--- src/sv/wsdf_pkg.sv ---
`default_nettype none

package wsdf_pkg;

  localparam int unsigned LEN_BITS_DEFAULT = 64;

  localparam logic [7:0] FLAGS_OK        = 8'h81;
  localparam logic [6:0] LEN7_MASK       = 7'h7F;
  localparam logic [6:0] LEN7_MAX_DIRECT = 7'd125;
  localparam logic [6:0] LEN7_EXT16      = 7'd126;
  localparam logic [6:0] LEN7_EXT64      = 7'd127;

  localparam logic [3:0] EXT16_BYTES = 4'd2;
  localparam logic [3:0] EXT64_BYTES = 4'd8;

  typedef logic [1:0] kind_t;

  localparam kind_t KIND_PAYLOAD  = 2'd0;
  localparam kind_t KIND_EMPTY    = 2'd1;
  localparam kind_t KIND_BADFLAGS = 2'd2;

endpackage

`default_nettype wire

--- src/sv/websocket_frame_deframer_top.sv ---
// WebSocket client-to-server deframer.
// Input channel: one raw stream byte per request (data_valid/data_ready,
// data_byte). Output channel: one result per request that produces one
// (result_valid/result_ready, kind, out_byte, last_of_frame).
// kind: payload byte (unmasked, last_of_frame on the final one), empty frame
// (last_of_frame set), or bad flags byte (first byte of a frame not 0x81;
// the next byte is taken as a new frame start). Flags, length, extension and
// mask bytes that do not finish a frame give no result.
// A result is registered: result_valid rises in the cycle after its byte is
// accepted. Throughput: one byte per cycle while data_ready is high, set by the
// single register stage holding the parser state and the result register.
// The length counter is LEN_BITS wide; one decrement and compare per payload byte.
// Stall: while a result is held and result_ready is low, data_ready is low;
// data_ready is high whenever the result register is empty or being drained.
// Reset (rst, synchronous, active high): parser returns to awaiting a flags
// byte, length and mask state clear, the result register empties.
`default_nettype none

module websocket_frame_deframer_top #(
  parameter int unsigned LEN_BITS = wsdf_pkg::LEN_BITS_DEFAULT
) (
  input  wire                  clk,
  input  wire                  rst,
  input  wire                  data_valid,
  output logic                 data_ready,
  input  wire  [7:0]           data_byte,
  output logic                 result_valid,
  input  wire                  result_ready,
  output wsdf_pkg::kind_t      kind,
  output logic [7:0]           out_byte,
  output logic                 last_of_frame
);

  localparam logic [2:0] PH_FLAGS   = 3'd0;
  localparam logic [2:0] PH_LEN     = 3'd1;
  localparam logic [2:0] PH_EXT     = 3'd2;
  localparam logic [2:0] PH_MASK    = 3'd3;
  localparam logic [2:0] PH_PAYLOAD = 3'd4;

  logic [2:0]          phase, phase_next;
  logic [3:0]          ext_left, ext_left_next;
  logic [LEN_BITS-1:0] len_cnt, len_cnt_next;
  logic [31:0]         mask_key, mask_key_next;
  logic [1:0]          mask_seen, mask_seen_next;
  logic [1:0]          mask_pos, mask_pos_next;

  logic                emit;
  wsdf_pkg::kind_t     kind_next;
  logic [7:0]          out_byte_next;
  logic                last_next;
  logic [6:0]          len7;
  logic [7:0]          key_byte;
  logic                accept;

  assign data_ready = !result_valid || result_ready;
  assign accept     = data_valid && data_ready;
  assign len7       = data_byte[6:0] & wsdf_pkg::LEN7_MASK;

  always_comb begin
    unique case (mask_pos)
      2'd0:    key_byte = mask_key[31:24];
      2'd1:    key_byte = mask_key[23:16];
      2'd2:    key_byte = mask_key[15:8];
      default: key_byte = mask_key[7:0];
    endcase
  end

  always_comb begin
    phase_next     = phase;
    ext_left_next  = ext_left;
    len_cnt_next   = len_cnt;
    mask_key_next  = mask_key;
    mask_seen_next = mask_seen;
    mask_pos_next  = mask_pos;
    emit           = 1'b0;
    kind_next      = wsdf_pkg::KIND_PAYLOAD;
    out_byte_next  = 8'd0;
    last_next      = 1'b0;
    unique case (phase)
      PH_FLAGS: begin
        if (data_byte != wsdf_pkg::FLAGS_OK) begin
          emit      = 1'b1;
          kind_next = wsdf_pkg::KIND_BADFLAGS;
        end else begin
          phase_next = PH_LEN;
        end
      end
      PH_LEN: begin
        len_cnt_next   = '0;
        mask_seen_next = 2'd0;
        mask_key_next  = 32'd0;
        if (len7 <= wsdf_pkg::LEN7_MAX_DIRECT) begin
          len_cnt_next  = LEN_BITS'(len7);
          ext_left_next = 4'd0;
          phase_next    = PH_MASK;
        end else if (len7 == wsdf_pkg::LEN7_EXT16) begin
          ext_left_next = wsdf_pkg::EXT16_BYTES;
          phase_next    = PH_EXT;
        end else begin
          ext_left_next = wsdf_pkg::EXT64_BYTES;
          phase_next    = PH_EXT;
        end
      end
      PH_EXT: begin
        len_cnt_next  = {len_cnt[LEN_BITS-9:0], data_byte};
        ext_left_next = ext_left - 4'd1;
        if (ext_left == 4'd1) begin
          phase_next = PH_MASK;
        end
      end
      PH_MASK: begin
        mask_key_next = {mask_key[23:0], data_byte};
        if (mask_seen == 2'd3) begin
          mask_seen_next = 2'd0;
          mask_pos_next  = 2'd0;
          if (len_cnt == '0) begin
            phase_next = PH_FLAGS;
            emit       = 1'b1;
            kind_next  = wsdf_pkg::KIND_EMPTY;
            last_next  = 1'b1;
          end else begin
            phase_next = PH_PAYLOAD;
          end
        end else begin
          mask_seen_next = mask_seen + 2'd1;
        end
      end
      PH_PAYLOAD: begin
        len_cnt_next  = len_cnt - LEN_BITS'(1);
        mask_pos_next = mask_pos + 2'd1;
        emit          = 1'b1;
        kind_next     = wsdf_pkg::KIND_PAYLOAD;
        out_byte_next = data_byte ^ key_byte;
        last_next     = (len_cnt == LEN_BITS'(1));
        if (len_cnt == LEN_BITS'(1)) begin
          phase_next = PH_FLAGS;
        end
      end
      default: begin
        phase_next = PH_FLAGS;
      end
    endcase
  end

  always_ff @(posedge clk) begin
    if (rst) begin
      phase        <= PH_FLAGS;
      ext_left     <= 4'd0;
      len_cnt      <= '0;
      mask_key     <= 32'd0;
      mask_seen    <= 2'd0;
      mask_pos     <= 2'd0;
      result_valid <= 1'b0;
    end else begin
      if (accept && emit) begin
        result_valid <= 1'b1;
      end else if (result_ready) begin
        result_valid <= 1'b0;
      end
      if (accept) begin
        phase     <= phase_next;
        ext_left  <= ext_left_next;
        len_cnt   <= len_cnt_next;
        mask_key  <= mask_key_next;
        mask_seen <= mask_seen_next;
        mask_pos  <= mask_pos_next;
      end
    end
  end

  always_ff @(posedge clk) begin
    if (accept && emit) begin
      kind          <= kind_next;
      out_byte      <= out_byte_next;
      last_of_frame <= last_next;
    end
  end

endmodule

`default_nettype wire

--- config.mk ---
export PLATFORM = sky130hd
export DESIGN_NAME = websocket_frame_deframer_top
export DESIGN_NICKNAME = d
export VERILOG_FILES = /design/src/sv/wsdf_pkg.sv /design/src/sv/websocket_frame_deframer_top.sv
export SDC_FILE = /design/constraint.sdc
export NUM_CORES = 1
export LEC_CHECK = 0
export ABC_AREA = 1
export BUFFER_PORTS_ARGS = -buffer_cell sky130_fd_sc_hd__buf_2
export CORE_MARGIN = 5
export CORE_UTILIZATION = 45
export DETAILED_ROUTE_END_ITERATION = 8
export PLACE_DENSITY_LB_ADDON = 0.1
export SLEW_MARGIN = 20
export SYNTH_ARGS = -nofsm -noshare
export SYNTH_HDL_FRONTEND = slang
export SYNTH_SLANG_ARGS = --single-unit
export TNS_END_PERCENT = 100
--- constraint.sdc ---
create_clock -name clk -period 1.78 [get_ports clk]
set_input_delay 0.356 -clock clk [delete_from_list [all_inputs] [get_ports clk]]
set_output_delay 0.356 -clock clk [all_outputs]
set_load 0.01 [all_outputs]
# Yosys cells after proc, flatten, opt, wreduce, memory -nomap -nowiden
# Index checks and enable logic that the tools add are counted.
dict set report op_classes {
  n_addsub 4
  mux 29
  bitwise_logic 1
  eq_ne 15
  n_reduce_logical 17
  magnitude_cmp 1
}
# operator count
set ops {}
lappend ops {{$pmux W64 S3} 1}
lappend ops {{$eq A64 B1 Y1 const B} 1}
lappend ops {{$logic_not A64 Y1} 1}
lappend ops {{$pmux W32 S2} 1}
lappend ops {{$sub A64 B1 Y64 const B} 1}
lappend ops {{$pmux W8 S3} 1}
lappend ops {{$mux W3} 5}
lappend ops {{$pmux W3 S5} 1}
lappend ops {{$pmux W2 S2} 3}
lappend ops {{$mux W1} 8}
lappend ops {{$mux W4} 2}
lappend ops {{$ne A2 B2 Y1 const B} 4}
lappend ops {{$ne A8 B8 Y1 const B} 1}
lappend ops {{$pmux W4 S2} 1}
lappend ops {{$reduce_bool A2 Y1} 4}
lappend ops {{$xor A8 B8 Y8} 1}
lappend ops {{$eq A7 B7 Y1 const B} 1}
lappend ops {{$le A7 B7 Y1 const B} 1}
lappend ops {{$mux W7} 1}
lappend ops {{$eq A3 B2 Y1 const B} 2}
lappend ops {{$mux W2} 3}
lappend ops {{$reduce_and A2 Y1} 3}
lappend ops {{$reduce_and A5 Y1} 1}
lappend ops {{$add A2 B1 Y2 const B} 2}
lappend ops {{other kinds (15)} 17}
dict set report word_totals {
  in_bits 12
  word_cells 77
  ff_bits 119
  out_inout_bits 13
}

# Longest topological paths before layout
# Gate-level depths: netlist of the first run.
dict set report logic_depth {
  word_depth 6
  ltp_mapped 12
  depth_no_buf 12
}

# Worst setup path before layout of the first run
# OpenSTA, ideal clock, no wires.
dict set report synth_timing {
  path_kind {reg2reg}
  from {register len_cnt[36]}
  to {register kind[0] (enable)}
  arrival_ps 1396
  slack_ps 45
  required_time_ps 1441
  stages_incl_launch_ff 10
  setup_ps 339
  path_buffers 0
  synth_period_minus_slack_ps 1735
  cell_sequence {dfxtp_1 > nor2_1 > nand2_1 > nor2_1 > nand2_1 > nor2_1 > nand3_1 > nand2_1 > nand2_1 > inv_1}
}
dict set report synth_between {
  elab_chain_len 5
}
# item line_no
set synth_lines {}
lappend synth_lines {{start, declared} websocket_frame_deframer_top.sv:42} ;# logic [LEN_BITS-1:0] len_cnt, len_cnt_next;
lappend synth_lines {{start signal, assigned} websocket_frame_deframer_top.sv:163} ;# len_cnt <= len_cnt_next;
lappend synth_lines {{$logic_not A64 Y1} websocket_frame_deframer_top.sv:116} ;# if (len_cnt == '0) begin
lappend synth_lines {{$mux W1} websocket_frame_deframer_top.sv:116}
lappend synth_lines {{$mux W1} websocket_frame_deframer_top.sv:113} ;# if (mask_seen == 2'd3) begin
lappend synth_lines {{$pmux W1 S3} websocket_frame_deframer_top.sv:79} ;# unique case (phase)
lappend synth_lines {{$logic_and A1 B1 Y1} websocket_frame_deframer_top.sv:172} ;# if (accept && emit) begin
lappend synth_lines {{end signal, assigned} websocket_frame_deframer_top.sv:173} ;# kind <= kind_next;
lappend synth_lines {{end, declared} websocket_frame_deframer_top.sv:29} ;# output wsdf_pkg::kind_t kind,
# Every way passes these cells.
# A chain may end at the register's enable or synchronous reset.

# Worst setup path after layout of the first run
dict set report layout_timing {
  from {register phase[2]}
  to {register len_cnt[35]}
}
dict set report layout_between {
  elab_chain_len 3
  word_cells_on_any_way 6
  classes_between {3 x eq/ne; 1 x mux; 2 x reduce/logical}
}
# item line_no
set layout_lines {}
lappend layout_lines {{start, declared} websocket_frame_deframer_top.sv:40} ;# logic [2:0] phase, phase_next;
lappend layout_lines {{start signal, assigned} websocket_frame_deframer_top.sv:161} ;# phase <= phase_next;
lappend layout_lines {{$eq A3 B3 Y1, or another cell as far along} websocket_frame_deframer_top.sv:79}
lappend layout_lines {{$reduce_bool A3 Y1 (no source line)} n/a}
lappend layout_lines {{$reduce_and A2 Y1 (no source line)} n/a}
# Parallel ways exist; a longest one is shown, timed or not.

==> results.toml, run 1 <==
[synth]
post_synth_most_frequent_cells = "nor2_1 (199), nand2_1 (197), a21oi_1 (143)"
synth-seq-cells = 119
synth_async_sr_flop_share_pct = 0
post-synth-top-area-cell = "dfxtp_1"
synth_top_flop_cell = "dfxtp_1"
synth.yosys.warnings = 0
synth_edf_count = 11
netlist_top_cells_area = "dfxtp_1 (30%), nor2_1 (10%), nand2_1 (10%)"
synthesis.nets = 1119
avgSynthCellArea_um2 = 6.49
netlist.area_leader.share_pct = 30.4
yosysSeqAreaShare_pct = 35.0
synthMostInstantiatedCell = "nor2_1"
post_synth_instance_area_um2 = 7120
yosysUniqueCellTypes = 33
post_synth_inst_count = 1097

[critical_path]
crit_path_depth = 9
timing.rr.start = "phase[2]"
worst_r2r_path_depth = 9
crit_fanout = 28
endpoint_kind = "flop"
required_ns = 2.09
timing_worst_setup_path_type = "reg2reg"
stage_delay_of_the_slowest_cell_on_the_critical_path_ns = 0.36
cp-endpoint = "len_cnt[35]"
timing.critical_path.slowest_stage_cell = "dfxtp_2"
rr_endpoint = "len_cnt[35]"
critical_path.n_buffers_inverters = 5
startpoint_type = "flop"
worst-r2r-setup-slack_ns = 0.05
path_delay_family = "buffers and inverters"
crit_chain = "inv_2, nor3_4, inv_2, o21ai_4, buf_12, inv_4, buf_12, a21oi_1, a21oi_2"
critical_path_arrival_ns = 2.04
setup.worst_path.start = "phase[2]"

[global_routing]
grt_pass1_vias = 7210
grt_start_max_net_pins = 67
globalRouteTotalUtil_pct = 26.1
global_route_wire_length_before_repair_um = 38000
globalRouteOverflowTotal = 0
antenna_violations_before_repair = 0

[placement]
placement.io_buffers = 24
dpl-instance-area_um2 = 8590
place.gp.congestion = 0.915
placed_cells = 1444
post_dp_hpwl_um = 16800
place_ws_ns = -0.298

[pwr]
p_leak_nw = 4.54
post-layout-total-power_mw = 13.4
power.ir.vdd_worst_mv = 0.946
power-per-cell-area_nw_per_um2 = 1390

[sta]
timing_max_transition_violations_final = 0
setup_viol = 0
fmax_mhz = 579
max-slew-margin-rel_pct = 70.1
skew_ns = 0.0100
worst_slack_ns = 0.0515
final_period_minus_worst_setup_slack_ns = 1.73
setup_tns_ns = 0
worst_slew_pin_slew_ns = 0.449
rsz0062_at_grt = "yes"
hold_fails_final_rpt = 0
final_min_period_over_clock_period_pct = 97.1

[floorplan]
die_w_um = 136
fp.dieArea_um2 = 18400
core_area_um2 = 15700
start_util_pct = 45.3
die_height_um = 136
floorplan.rows = 46
floorplan.io_pins = 25

[cts]
cts_sinks = 119
clk_latency_ns = 0.43
clk_transition_reported_paths_ns = 0.06
cts-buffers-inserted = 17
ctsRootBufferMaster = "clkbuf_16"
cts_max_level = 4
cts.hold.buffers_added = 0
clock_tree.buffer_depth = 2
tritoncts_clock_tree = "yes"

[detailed_routing]
drt.antenna.violating_nets = 0
routed_via_density = 5.47
wl_per_cell_um = 16.5
via_count = 8177
finalWirelength_um = 24700
drt-pass1-iter-count = 5
drt_first_iter_violations = 701
detailed_route_drc_error_count = 0

[finish]
area_growth_pct = 35.7
fin_nets = 1287
final_cell_count_no_fill = 1494
drive_above_1_share_pct = 27.0
num_antenna_cells = 0
fillCellCount = 1465
finalInstanceArea_um2 = 9660

[outcome]
result_of_the_run = "finished, final reports clean"

[hold_path]
hold_path_class = "in2reg"

[job]
drv.max_cap_violation_count = 0
[placed cells by master (no fill, tap or decap), types with 13 or more instances in the layout]
| master | count |
|---|---|
| nor2_2 | 59 |
| a21o_1 | 19 |
| clkbuf_16 | 20 |
| buf_4 | 158 |
| inv_1 | 68 |
| nand3_1 | 86 |
| o21ai_0 | 71 |
| buf_2 | 24 |
| dfxtp_1 | 103 |
| o21ai_1 | 16 |
| a21oi_1 | 139 |
| nor2_1 | 142 |
| a22oi_1 | 33 |
| nand2_1 | 187 |
| or2_2 | 13 |
[stage by stage]
stage | utilization [%] | hold slack (ns)
2_1_floorplan | - | 0.446
3_3_place_gp | 54.7 | 0.469
3_5_place_dp | 54.7 | 0.473
4_1_cts | 58.9 | 0.227
5_1_grt | 61.5 | 0.260
6_report | 61.5 | 0.236
[logic make-up (layout without fill, tap and decap cells)]
kind of cell | count (synthesis) | count (layout) | share of synthesized area, %
buffers and inverters | 124 | 305 | 6.87
XOR/XNOR | 2 | 2 | 0.246
AO/OA/AOI/OAI | 315 | 315 | 25.2
flip-flops | 119 | 119 | 35.0
adder cells (fa/ha/maj) | 10 | 10 | 1.76
AND/OR/NAND/NOR | 527 | 527 | 30.9
[power breakdown]
group | switching [mW] | internal, mW | total, mW
Combinational | 3.87 | 2.82 | 6.68
Clock | 1.45 | 2.12 | 3.57
Sequential | 0.186 | 2.94 | 3.13
Total | 5.50 | 7.88 | 13.4
[worst min-delay path, cell delays in order]
cell,delay [ns]
buf_2,0.07
inv_1,0.03
nand2_1,0.08
a21oi_1,0.07
[registers in the layout (all words and copies together) (netlist names)]
signal	count
ext_left	4
kind	2
last_of_frame	1
len_cnt	64
mask_key	32
mask_pos	2
mask_seen	2
out_byte	8
phase	3
result_valid	1
[area by class of cell]
cell class / count / area (um^2) / area share (%)
inverters: 76 / 288 / 2.98
flip-flops and latches: 119 / 2500 / 25.9
well taps: 216 / 270 / 2.80
clock inverters: 13 / 133 / 1.37
repair buffers: 197 / 1580 / 16.4
multi-input cells: 854 / 4410 / 45.7
clock buffers: 19 / 475 / 4.92
[how the worst min path moves through the flow]
stage                  from      endpoint  slack, ns  cells after the start
2_1_floorplan  mask_seen[0]  mask_seen[0]       0.45                      1
6_report       result_ready  result_valid       0.24                      4
4_1_cts        result_ready  result_valid       0.23                      4
3_5_place_dp   mask_seen[0]  mask_seen[0]       0.47                      1
3_3_place_gp   mask_seen[0]  mask_seen[0]       0.47                      1
5_1_grt        data_byte[4]   mask_key[4]       0.26                      3
[timing repair]
action,4_1_cts,5_1_grt
buffers inserted,0,16
cloned,0,2
pin swaps,1,15
endpoints found under the setup margin,37,110
gates resized for setup,15,87
[metal layers]
layer  vias to the layer above  wire (um)  share of wire (%)  global-route usage, %
li1                       4058          -                  -                      -
met1                      3745      11200                 45                   37.6
met2                       318      10900                 44                   38.4
met3                        56       1860                7.5                   4.94
met4                         0        763                3.1                   10.3
met5                         -          0                  0                      0
No activity file was read; power rests on OpenSTA's default activity.
==> inputs of run 2 (changes only) <==
==> constraint.sdc (replaced) <==
create_clock -name clk -period 1.88 [get_ports clk]
set_input_delay 0.376 -clock clk [delete_from_list [all_inputs] [get_ports clk]]
set_output_delay 0.376 -clock clk [all_outputs]
set_load 0.01 [all_outputs]
==> run 2 against run 1 <==
Net effect:
- register-to-register slack better by 0.04 ns
- non-clock buffer count shrank 50
- worst hold slack gained 0.013 ns
- first-iteration DRC count grew 4.1%
- final area fell by 6.1%
- maximum frequency down 3.5%
==> results.toml, run 2 (synthesized netlist as in run 1, its figures left out) <==
[sta]
final_period_minus_worst_setup_slack_ns = 1.79
rsz0062_at_grt = "yes"
max-slew-margin-rel_pct = 70.1
whs_ns = 0.249
fmax_mhz = 558
worst_slew_pin_slew_ns = 0.448
hold_fails_final_rpt = 0
skew_ns = 0.00818
setup_viol = 0
final_min_period_over_clock_period_pct = 95.2
timing_max_transition_violations_final = 0

[detailed_routing]
drt.antenna.violating_nets = 0
drt-pass1-iter-count = 6
drt_first_iter_violations = 730
routed_via_density = 5.40
detailed_route_drc_error_count = 0
via_count = 7802
wl_per_cell_um = 16.4
finalWirelength_um = 23700

[finish]
largest_register_ff_count = 64
post-route-util_pct = 57.7
largest_registers = "len_cnt (64), mask_key (32), out_byte (8)"
layout_common_cells = "nand2_1 (193), nor2_1 (168), a21oi_1 (143)"
drive_above_1_share_pct = 20.8
biggest_register = "len_cnt"
finalInstanceArea_um2 = 9070
num_antenna_cells = 0
layout.cells.most_common = "nand2_1"
area_growth_pct = 27.4
fin_nets = 1237

[pwr]
power.share.switching_pct = 41.8
post-layout-total-power_mw = 11.7
power.ir.vdd_worst_mv = 0.711
flop_pwr_share_pct = 25.2
switching_power_mw = 4.89
power_report.internal_total_mw = 6.82
p_leak_nw = 4.25
power.share.combinational_pct = 47.4
power-per-cell-area_nw_per_um2 = 1290
pwr-share-clk_pct = 27.5

[critical_path]
startpoint_type = "flop"
timing.critical_path.slowest_stage_cell = "dfxtp_1"
path_delay_family = "buffers and inverters"
required_ns = 2.19
critical_path.n_buffers_inverters = 4
timing_worst_setup_path_type = "reg2reg"
critical_path_arrival_ns = 2.10
stage_delay_of_the_slowest_cell_on_the_critical_path_ns = 0.41
worst-r2r-setup-slack_ns = 0.09
critPathMostFrequentCell = "inv_2"
worst_r2r_path_depth = 8
timing.rr.start = "phase[2]"
crit_fanout = 34
crit_chain = "inv_2, nor3_4, inv_2, o21ai_4, inv_2, buf_12, a21oi_1, a21oi_1"
endpoint_kind = "flop"
rr_endpoint = "len_cnt[24]"

[global_routing]
grt_pass1_vias = 7079
global_route_wire_length_before_repair_um = 37400
grt_start_max_net_pins = 67
globalRouteOverflowTotal = 0
antenna_violations_before_repair = 0
globalRouteTotalUtil_pct = 25.9

[placement]
post_dp_hpwl_um = 16500
place.gp.congestion = 0.926
dpl-instance-area_um2 = 8300
placement.io_buffers = 24

[hold_path]
holdCritStartpoint = "result_ready"
min_delay_worst_endpoint = "result_valid"
hold_depth = 4
hold_path_class = "in2reg"

[cts]
clk_latency_ns = 0.43
cts.hold.buffers_added = 0
cts_max_level = 4
clock_tree.buffer_depth = 2
clk_transition_reported_paths_ns = 0.06
ctsRootBufferMaster = "clkbuf_16"
cts-buffers-inserted = 17
tritoncts_clock_tree = "yes"
cts_sinks = 119

[floorplan]
core_area_um2 = 15700
floorplan.io_pins = 25
fp.dieArea_um2 = 18400
floorplan.rows = 46
die_w_um = 136
die_height_um = 136
start_util_pct = 45.3

[job]
drv.max_cap_violation_count = 0

[outcome]
result_of_the_run = "finished, final reports clean"
run 2: worst max-delay path by stage:
stage | from | to | slack (ns) | depth (start not counted)
2_1_floorplan | len_cnt[36] | kind[0] | 0.15 | 9
3_3_place_gp | phase[1] | kind[0] | -0.12 | 9
3_5_place_dp | phase[1] | out_byte[2] | -0.09 | 9
4_1_cts | len_cnt[28] | phase[2] | 0.01 | 12
5_1_grt | len_cnt[33] | len_cnt[63] | -0.02 | 10
6_report | phase[2] | len_cnt[24] | 0.09 | 8
run 2: final cells by class:
class	count	area, um^2
multi-input combinational	854	4280
sequential	119	2500
timing repair buffer	147	1160
tap	216	270
fill	1547	6650
clock inverter	14	136
inverter	76	285
clock buffer	18	439
run 2: routing by layer:
metal	global-route usage (%)	wire, um
met3	4.49	1420
met2	39.2	10400
met4	9.80	585
met1	36.8	11300
met5	0	0
run 2: tightest hold or removal path, cell delays in order:
cell,delay (ns)
buf_2,0.07
inv_1,0.03
nand2_1,0.08
a21oi_1,0.07
run 2: repair_timing:
action                     CTS  global route
gates cloned                 0             1
setup buffers                0             3
resized for setup            5            52
setup endpoints to repair   17            57
pin swaps                    0             5
run 2: through the flow:
| step | TNS, ns | instances | setup slack, ns |
|---|---|---|---|
| 4_1_cts | 0 | 1440 | 0.0108 |
| 2_1_floorplan | 0 | 1097 | 0.145 |
| 3_5_place_dp | -1.16 | 1408 | -0.0928 |
| 3_3_place_gp | -1.42 | 1408 | -0.120 |
| 6_report | 0 | 1444 | 0.0894 |
| 5_1_grt | -0.0375 | 1444 | -0.0169 |
run 2: power groups by stage:
stage                     Clock (mW)  Sequential (mW)  Combinational, mW
after floorplan                    0             3.04               2.98
after global placement             0             2.98               5.18
after detailed placement           0             2.98               5.18
after CTS                       3.27             2.93               5.25
after global routing            3.37             2.97               6.10
final                           3.21             2.95               5.54
